### config.mk
export PLATFORM = sky130hd
export DESIGN_NAME = ascii_command_frame_receiver_unit
export DESIGN_NICKNAME = d
export VERILOG_FILES = /design/src/hw/rtl/acfr_pkg.sv /design/src/hw/rtl/ascii_command_frame_receiver_unit.sv
export SDC_FILE = /design/constraint.sdc
export NUM_CORES = 1
export LEC_CHECK = 0
export BUFFER_PORTS_ARGS = -buffer_cell sky130_fd_sc_hd__buf_4
export CAP_MARGIN = 10
export CORE_AREA = 4 4 142 144
export DETAILED_ROUTE_END_ITERATION = 10
export DIE_AREA = 0 0 146 148
export MAX_ROUTING_LAYER = met4
export PLACE_DENSITY_LB_ADDON = 0.1
export SETUP_SLACK_MARGIN = 0.2
export SLEW_MARGIN = 30
export SYNTH_ARGS = -nofsm -noshare
export SYNTH_HDL_FRONTEND = slang
export SYNTH_SLANG_ARGS = --single-unit
export TNS_END_PERCENT = 100
### constraint.sdc
create_clock -name clk_i -period 8.65 [get_ports clk_i]
set_input_delay 0.4325 -clock clk_i [delete_from_list [all_inputs] [get_ports clk_i]]
set_output_delay 0.4325 -clock clk_i [all_outputs]
set_load 0.05 [all_outputs]
### src/hw/rtl/acfr_pkg.sv
`timescale 1ns / 1ps
// Shared types, character codes and the length decoder for the ASCII command
// frame receiver. No dependencies.
package acfr_pkg;

  // Framing characters
  localparam logic [7:0] ChStart = 8'h3A;
  localparam logic [7:0] ChEnd   = 8'h3B;
  localparam logic [7:0] ChPlus  = 8'h2B;
  localparam logic [7:0] ChMinus = 8'h2D;
  localparam logic [7:0] ChZero  = 8'h30;
  localparam logic [7:0] ChNine  = 8'h39;
  localparam logic [7:0] ChSpace = 8'h20;
  localparam logic [7:0] ChTab   = 8'h09;
  localparam logic [7:0] ChCr    = 8'h0D;

  // Command words, first character in the top byte
  localparam logic [31:0] WordWreg = 32'h57524547;
  localparam logic [31:0] WordRreg = 32'h52524547;
  localparam logic [23:0] WordWba  = 24'h574241;

  // Frame geometry
  localparam int unsigned HeaderLen  = 9;
  localparam int unsigned HeadLen    = 4;
  localparam int unsigned FrameLimit = 266;
  localparam int unsigned CountW     = 9;
  localparam int unsigned LenW       = 10;

  localparam logic [23:0] OwnAddrReset      = 24'h53544D;
  localparam int unsigned MaxPayloadDefault = 256;

  typedef enum logic [1:0] {
    VerdictOk       = 2'd0,
    VerdictFrameErr = 2'd1,
    VerdictUnknown  = 2'd2
  } verdict_e;

  typedef enum logic [1:0] {
    KindWreg = 2'd0,
    KindRreg = 2'd1,
    KindWba  = 2'd2,
    KindNone = 2'd3
  } kind_e;

  // Decoded length field: sign and magnitude (0..999)
  typedef struct packed {
    logic            neg;
    logic [LenW-1:0] mag;
  } len_t;

  function automatic logic is_blank(input logic [7:0] c);
    return (c == ChSpace) || ((c >= ChTab) && (c <= ChCr));
  endfunction

  // Read three characters with atoi rules; chars[0] is the first character
  function automatic len_t decode_length(input logic [2:0][7:0] chars);
    len_t            r;
    logic            skipping;
    logic            stopped;
    logic [7:0]      c;
    logic            digit;
    logic [LenW-1:0] d;
    r        = '0;
    skipping = 1'b1;
    stopped  = 1'b0;
    for (int i = 0; i < 3; i++) begin
      c     = chars[i];
      digit = (c >= ChZero) && (c <= ChNine);
      d     = LenW'(c - ChZero);
      if (!stopped) begin
        if (skipping && is_blank(c)) begin
          skipping = 1'b1;
        end else if (skipping && ((c == ChPlus) || (c == ChMinus))) begin
          r.neg    = (c == ChMinus);
          skipping = 1'b0;
        end else if (digit) begin
          r.mag    = LenW'((r.mag << 3) + (r.mag << 1)) + d;
          skipping = 1'b0;
        end else begin
          stopped = 1'b1;
        end
      end
    end
    return r;
  endfunction

endpackage

### src/hw/rtl/ascii_command_frame_receiver_unit.sv
`timescale 1ns / 1ps
// ASCII command frame receiver: collects one frame per colon/semicolon pair
// and issues a verdict item. Depends on acfr_pkg.
//
// Throughput: one received byte per cycle while the output register is free or
// draining, no bubbles while results drain. The verdict is in the output register
// in the cycle after the terminating semicolon is taken; decode and compare sit in that one stage.
// Reset: asynchronous, active low; clears frame tracking and the output valid
// and loads the own address with "STM". Stored characters are not cleared.
module ascii_command_frame_receiver_unit #(
  parameter int unsigned MAX_PAYLOAD = acfr_pkg::MaxPayloadDefault
) (
  input  logic        clk_i,
  input  logic        rst_ni,
  // configuration write: own address
  input  logic        cfg_valid_i,
  output logic        cfg_ready_o,
  input  logic [23:0] cfg_data_i,
  // received bytes
  input  logic        s_axis_tvalid,
  output logic        s_axis_tready,
  input  logic [7:0]  s_axis_tdata,   // [7:0] rx_byte
  // verdict items
  output logic        m_axis_tvalid,
  input  logic        m_axis_tready,
  output logic [39:0] m_axis_tdata    // [1:0] verdict, [3:2] command_kind,
                                      // [27:4] sender_address,
                                      // [36:28] payload_length, [39:37] zero
);
  import acfr_pkg::*;

  localparam logic [LenW-1:0]   MaxLen   = LenW'(MAX_PAYLOAD);
  localparam logic [CountW-1:0] LimitCnt = CountW'(FrameLimit);
  localparam logic [CountW-1:0] HdrCnt   = CountW'(HeaderLen);
  localparam logic [CountW-1:0] HeadEnd  = CountW'(HeaderLen + HeadLen);

  logic [23:0]       own_addr_q;
  logic              in_frame_q, in_frame_d;
  logic [CountW-1:0] char_count_q, char_count_d;
  logic [7:0]        header_q [HeaderLen];
  logic [7:0]        head_q   [HeadLen];

  logic              out_valid_q;
  verdict_e          verdict_q, verdict_d;
  kind_e             kind_q, kind_d;
  logic [23:0]       sender_q, sender_d;
  logic [8:0]        plen_q, plen_d;

  logic              accept;
  logic              rx_start, rx_end;
  logic              store_byte, overflow, emit;
  logic [CountW-1:0] head_off;
  logic [23:0]       dest_addr;
  len_t              len;
  logic              len_ok;
  logic [31:0]       head_word;

  // Configuration is always taken
  assign cfg_ready_o = 1'b1;

  always_ff @(posedge clk_i or negedge rst_ni) begin
    if (!rst_ni) begin
      own_addr_q <= OwnAddrReset;
    end else if (cfg_valid_i) begin
      own_addr_q <= cfg_data_i;
    end
  end

  // Take a byte whenever the output register is free or being drained
  assign s_axis_tready = !out_valid_q || m_axis_tready;
  assign accept        = s_axis_tvalid && s_axis_tready;

  assign rx_start   = (s_axis_tdata == ChStart);
  assign rx_end     = (s_axis_tdata == ChEnd);
  assign store_byte = accept && in_frame_q && !rx_start;
  assign overflow   = (char_count_q == LimitCnt);
  assign emit       = store_byte && !overflow && rx_end;
  assign head_off   = char_count_q - HdrCnt;

  // Frame tracking: colon restarts, overlong frames are dropped
  always_comb begin
    in_frame_d   = in_frame_q;
    char_count_d = char_count_q;
    if (accept && rx_start) begin
      in_frame_d   = 1'b1;
      char_count_d = '0;
    end else if (store_byte) begin
      if (overflow || rx_end) begin
        in_frame_d   = 1'b0;
        char_count_d = '0;
      end else begin
        char_count_d = char_count_q + 1'b1;
      end
    end
  end

  always_ff @(posedge clk_i or negedge rst_ni) begin
    if (!rst_ni) begin
      in_frame_q   <= 1'b0;
      char_count_q <= '0;
    end else begin
      in_frame_q   <= in_frame_d;
      char_count_q <= char_count_d;
    end
  end

  // Store header and command head characters at the running position
  always_ff @(posedge clk_i) begin
    if (store_byte) begin
      if (char_count_q < HdrCnt) begin
        header_q[char_count_q[3:0]] <= s_axis_tdata;
      end else if (char_count_q < HeadEnd) begin
        head_q[head_off[1:0]] <= s_axis_tdata;
      end
    end
  end

  // Verdict from the stored characters; n is the count before the semicolon
  assign dest_addr = {header_q[3], header_q[4], header_q[5]};
  assign len       = decode_length({header_q[8], header_q[7], header_q[6]});
  assign head_word = {head_q[0], head_q[1], head_q[2], head_q[3]};
  assign len_ok    = !len.neg && (len.mag != '0) && (len.mag <= MaxLen) &&
                     ((11'(len.mag) + 11'(HeaderLen)) == 11'(char_count_q));

  always_comb begin
    verdict_d = VerdictFrameErr;
    kind_d    = KindNone;
    sender_d  = '0;
    plen_d    = '0;
    if (char_count_q > HdrCnt) begin
      sender_d = {header_q[0], header_q[1], header_q[2]};
      if ((dest_addr == own_addr_q) && len_ok) begin
        plen_d = len.mag[8:0];
        if ((len.mag >= LenW'(4)) && (head_word == WordWreg)) begin
          verdict_d = VerdictOk;
          kind_d    = KindWreg;
        end else if ((len.mag >= LenW'(4)) && (head_word == WordRreg)) begin
          verdict_d = VerdictOk;
          kind_d    = KindRreg;
        end else if ((len.mag >= LenW'(3)) && (head_word[31:8] == WordWba)) begin
          verdict_d = VerdictOk;
          kind_d    = KindWba;
        end else begin
          verdict_d = VerdictUnknown;
          kind_d    = KindNone;
        end
      end
    end
  end

  // Output register: load on a terminating semicolon, drop when taken
  always_ff @(posedge clk_i or negedge rst_ni) begin
    if (!rst_ni) begin
      out_valid_q <= 1'b0;
    end else if (emit) begin
      out_valid_q <= 1'b1;
    end else if (m_axis_tready) begin
      out_valid_q <= 1'b0;
    end
  end

  always_ff @(posedge clk_i) begin
    if (emit) begin
      verdict_q <= verdict_d;
      kind_q    <= kind_d;
      sender_q  <= sender_d;
      plen_q    <= plen_d;
    end
  end

  assign m_axis_tvalid = out_valid_q;
  assign m_axis_tdata  = {3'b000, plen_q, sender_q, kind_q, verdict_q};

`ifndef SYNTH
  // Outside a frame the character count rests at zero
  a_idle_count: assert property (@(posedge clk_i) disable iff (!rst_ni)
    !in_frame_q |-> char_count_q == '0)
    else $error("char count nonzero outside a frame");

  // The count never passes the overlong limit
  a_count_limit: assert property (@(posedge clk_i) disable iff (!rst_ni)
    char_count_q <= LimitCnt)
    else $error("char count beyond frame limit");

  // A frame error carries no length and no command kind
  a_err_fields: assert property (@(posedge clk_i) disable iff (!rst_ni)
    out_valid_q && verdict_q == VerdictFrameErr |-> plen_q == '0 && kind_q == KindNone)
    else $error("frame error with length or kind");

  // An accepted frame always names a known command
  a_ok_kind: assert property (@(posedge clk_i) disable iff (!rst_ni)
    out_valid_q && verdict_q == VerdictOk |-> kind_q != KindNone && plen_q != '0)
    else $error("accepted frame without command");

  // A new result follows an in-frame semicolon taken in the previous cycle
  a_result_cause: assert property (@(posedge clk_i) disable iff (!rst_ni)
    $rose(out_valid_q) |-> $past(accept && in_frame_q && rx_end))
    else $error("result without terminating semicolon");
`endif

endmodule
# Word-level counts from Yosys, hierarchy flattened

Memories as Yosys holds them, arrays and structs flattened. A register that Yosys moved wholly into a read port is not among the register bits.
Index checks and enable logic that the tools add are counted.

Flip-flop bits (word level): 48
Memory bits (writable): 104
Input port bits: 37
Output and inout bits: 43
Memories: 2

Memory list:

| memory   | words | width | read ports | clocked after memory_dff | write ports | RTL line                                | source |
|---|---|---|---|---|---|---|---|
| header_q | 9     | 8     | 9          | 3                        | 1           | ascii_command_frame_receiver_unit.sv:40 | `logic [7:0] header_q [HeaderLen];` |
| head_q   | 4     | 8     | 4          | 0                        | 1           | ascii_command_frame_receiver_unit.sv:41 | `logic [7:0] head_q [HeadLen];` |

Bitwise operators: 2
Reduce and logical (&&, ||, !) cells: 45
Mux-type cells: 47
Add/subtract/negate cells: 10
Order comparisons: 18
Equality and inequality tests: 17

Operators with widths:

| kind                  | count |
|---|---|
| $eq 8x6->1 const B    | 11 |
| $eq 32x31->1 const B  | 2 |
| $mux 10               | 6 |
| $mux 11               | 5 |
| $add 10x10->10        | 4 |
| $mux 1                | 30 |
| $mux 9                | 3 |
| $sub 8x6->9 const B   | 3 |
| $eq 24x23->1 const B  | 1 |
| $eq 24x24->1          | 1 |
| $ge 8x4->1 const B    | 3 |
| $ge 8x6->1 const B    | 3 |
| $le 8x4->1 const B    | 3 |
| $le 8x6->1 const B    | 3 |
| $logic_and 1x1->1     | 23 |
| $lt 9x4->1 const B    | 2 |
| $add 10x4->11 const B | 1 |
| $eq 11x9->1           | 1 |
| $ge 10x2->1 const B   | 1 |
| $ge 10x3->1 const B   | 1 |
| $le 10x9->1 const B   | 1 |
| $reduce_bool 10->1    | 1 |
| $add 9x1->9 const B   | 1 |
| $eq 9x9->1 const B    | 1 |
| 9 further kinds       | 28 |

# Logic depth before layout (Yosys ltp)

An unclocked memory read counts as a cell.

Depth after elaboration: 25
Depth in mapped cells: 26

# Worst setup path after synthesis

OpenSTA, ideal clock, no wires.

Path type: flip-flop to flip-flop
Start: memory header_q[6][4]
End: register verdict_q[1] (data pin)
Period minus slack after synthesis: 6.129 ns
Setup time: 0.190 ns
Setup slack: 2.521 ns
Data arrival time: 5.939 ns
Stages on the path, launching flop included: 25
Cell sequence: edfxtp_1 -> inv_1 -> ha_1 -> o21ai_1 -> a2111o_1 -> nor4bb_1 -> buf_2 -> nand2_1 -> inv_1 -> ha_1 -> ha_1 -> fa_1 -> xnor2_1 -> nor2_1 -> nor2_1 -> o21ai_1 -> fa_1 -> ha_1 -> xnor2_1 -> or4b_2 -> nor4_1 -> a21oi_1 -> nor3_1 -> o21bai_1 -> a2111oi_2

RTL lines:

| item                 | RTL line                                 | source |
|---|---|---|
| from (decl)          | ascii_command_frame_receiver_unit.sv:40  |  |
| to (signal assigned) | ascii_command_frame_receiver_unit.sv:164 | `verdict_q <= verdict_d;` |
| to (decl)            | ascii_command_frame_receiver_unit.sv:44  | `verdict_e verdict_q, verdict_d;` |

==> impl_metrics.csv <==
group,metric,value,unit
sta,fmax,143,MHz
worst_setup_path,crit_path_end_kind,"register",
sta,period_needed,7.01,ns
cts,clock-root-buffer,"clkbuf_16",
final_layout,final_nets,904,
route,routedWlPerCell,19.8,µm
place,hpwlAfterDp,15400,µm
synth,synth_most_common_cell,"edfxtp_1",
synth,synth_ff_type,"edfxtp_1",
synth,yosys.cell_types.count,82,
synth,yosysTopAreaCellShare,0.453,
cts,hold_buffers,1,
global_route,grt_pass1_vias,6157,
hold_path,min-delay-start,"cfg_data_i[4]",
synth,avgSynthCellArea,12.6,µm²
synth,yosys.area.top_type,"edfxtp_1",
synth,synth_edf_count,141,
cts,clk_pin_slew,0.07,ns
route,wirelength,21000,µm
die,rows,50,
final_layout,diodes,0,
route,vias_per_cell,5.77,
synth,yosysWarnings,0,
cts,insertion_delay,0.43,ns
cts,cts_tree,"built",
route,drt_iter0_markers,432,
power,power.density,168,nW/µm²
sta,setup_viol,0,
worst_setup_path,worst_r2r_endpoint,"plen_q[2]",
worst_setup_path,r2r_start,"header_q[6][4]",
power,power_leakage,0.00408,µW
die,die_w,146,µm
place,gp_congestion,0.913,
place,port_buffers,75,
sta,fin_tns_setup,0,ns
sta,tightest_slew,0.980,ns
die,coreArea,18700,µm²
worst_setup_path,worstPathArrival,7.24,ns
sta,slew_violations,0,
route,vias,6133,
power,irDropWorstVdd,0.000134,V
final_layout,area_delta_synth_final,14.3,%
die,ios,80,
worst_setup_path,path_max_fanout,12,
synth,synth_cells,739,
place,place_inst,1030,
sta,relSlewSlack,0.345,
route,antenna_left,0,
die,die_y,148,µm
hold_path,hold_path_class,"primary input to register",
die,initial_core_util,0.499,
synth,yosys-top-cells-count,"141 x edfxtp_1, 40 x inv_1, 38 x ha_1",
synth,ys_seq_elements,176,
worst_setup_path,required,8.87,ns
sta,hold_viol,0,
global_route,grt.total_usage,0.203,
synth,netlist_area,9340,µm²
hold_path,holdPathEnd,"own_addr_q[4]",
sta,fin_crit_sh,0.811,
route,drc,0,
route,drt_pass1_iterations,7,
run,maxCapViolCount,0,
worst_setup_path,cp-start-kind,"register",
sta,rsz0062_at_grt,"false",
synth,synthArstFlopShare,0.199,
global_route,grt-ovfl-total,0,
global_route,antenna_found_initial,0,
cts,cts_max_path_buffers,2,
global_route,grt_pass1_wl,33200,µm
synth,synth.top_cells.by_area,"edfxtp_1 45%, dfrtp_1 6.4%, ha_1 5.1%",
worst_setup_path,r2r_cells,26,
worst_setup_path,rrSetupSlack,1.64,ns
run_status,status,"complete, no violations",
final_layout,instances_no_fill,1063,
cts,cts_resized,0,
cts,cts_post_setup_buffers_inserted,0,
worst_setup_path,path_class,"register to register",
cts,cts_buffers,17,
global_route,grt_max_degree,38,
sta,skew,0.0179,ns
synth,seq_area_frac_synth,0.548,
cts,cts_sinks,176,
die,die-area,21600,µm²
cts,cts-htree-levels,4,
final_layout,layout-drive-gt1-share,0.205,
hold_path,min_path_cells,2,
-- registers in the layout, summed over array words and instances (netlist names) --
register       flops
own_addr_q        24
kind_q             2
m_axis_tdata      24
char_count_q       9
verdict_q          2
header_q          72
in_frame_q         1
plen_q             9
m_axis_tvalid      1
head_q            32
-- layout by cell type (no fill, tap or decap), types with 25 or more instances in the layout --
cell type	n
inv_1	40
xor2_1	26
edfxtp_1	141
mux2_2	25
xnor2_1	28
buf_4	78
nor2b_1	29
ha_1	38
o21ai_0	29
nand2_1	30
nor2_1	31
-- layout make-up --
| class | count | area (µm²) |
|---|---|---|
| repair buffers | 79 | 596 |
| clock inverters | 13 | 124 |
| multi-input cells | 502 | 3960 |
| well taps | 234 | 293 |
| fillers | 1553 | 8030 |
| flip-flops and latches | 176 | 5120 |
| inverters | 40 | 150 |
| clock buffers | 19 | 433 |
-- how the worst max path moves through the flow --
stage,to,startpoint,cells after the start,slack (ns)
after global placement,verdict_q[1],header_q[6][4],24,2.02
after global routing,plen_q[2],header_q[6][4],26,1.14
after detailed placement,plen_q[2],header_q[6][4],26,1.68
after CTS,plen_q[2],header_q[6][4],26,1.64
after floorplan,verdict_q[1],header_q[6][4],24,2.52
final,plen_q[2],header_q[6][4],26,1.64
-- layer usage --
metal / GRT usage / share of wire
met5: - / 0
met2: 0.326 / 0.48
met1: 0.265 / 0.45
met3: 0.0359 / 0.043
met4: 0.0659 / 0.026
-- critical path, stage by stage, from the launching register on --
cell,delay (ns)
edfxtp_1,0.43
inv_1,0.17
ha_1,0.19
o21ai_1,0.06
a2111o_1,0.51
nor4bb_1,0.16
buf_4,0.19
nand2_1,0.11
inv_1,0.07
ha_1,0.28
ha_1,0.25
fa_1,0.42
xnor2_1,0.15
nor2_1,0.14
nor2_1,0.07
o21ai_1,0.53
fa_1,0.52
ha_1,0.34
o21ai_0,0.16
a21boi_0,0.30
o21ai_0,0.14
a21boi_0,0.19
o21ai_1,0.16
and3_1,0.30
o21ai_0,0.38
o2111ai_4,0.30
nor4_1,0.29
-- per-stage QoR --
| stage | worst slack (ns) | util | area, µm² | total power (µW) | hold WS, ns |
|---|---|---|---|---|---|
| floorplan | 2.52 | - | 9350 | 1040 | 0.137 |
| global placement | 2.02 | 0.540 | 10100 | 1090 | 0.420 |
| detailed placement | 1.68 | 0.540 | 10100 | 1090 | 0.425 |
| CTS | 1.64 | 0.571 | 10700 | 1800 | 0.223 |
| global route | 1.14 | 0.571 | 10700 | 1860 | 0.218 |
| finish | 1.64 | 0.571 | 10700 | 1790 | 0.234 |
-- power breakdown --
part | switching (µW) | total (µW) | internal, µW
Clock | 338 | 717 | 379
Sequential | 23.2 | 959 | 936
Combinational | 65.6 | 113 | 47.8
-- cell families after synthesis --
group                    Yosys count  synth area share
buffers and inverters             63            0.0296
adder cells (fa/ha/maj)           51            0.0788
multiplexers                      34            0.0430
other                              2          0.000804
XOR/XNOR                          56            0.0555
AND/OR/NAND/NOR                  228             0.145
AO/OA/AOI/OAI                    129            0.0993
flip-flops                       176             0.548
Power figures use the tool's default switching activity.
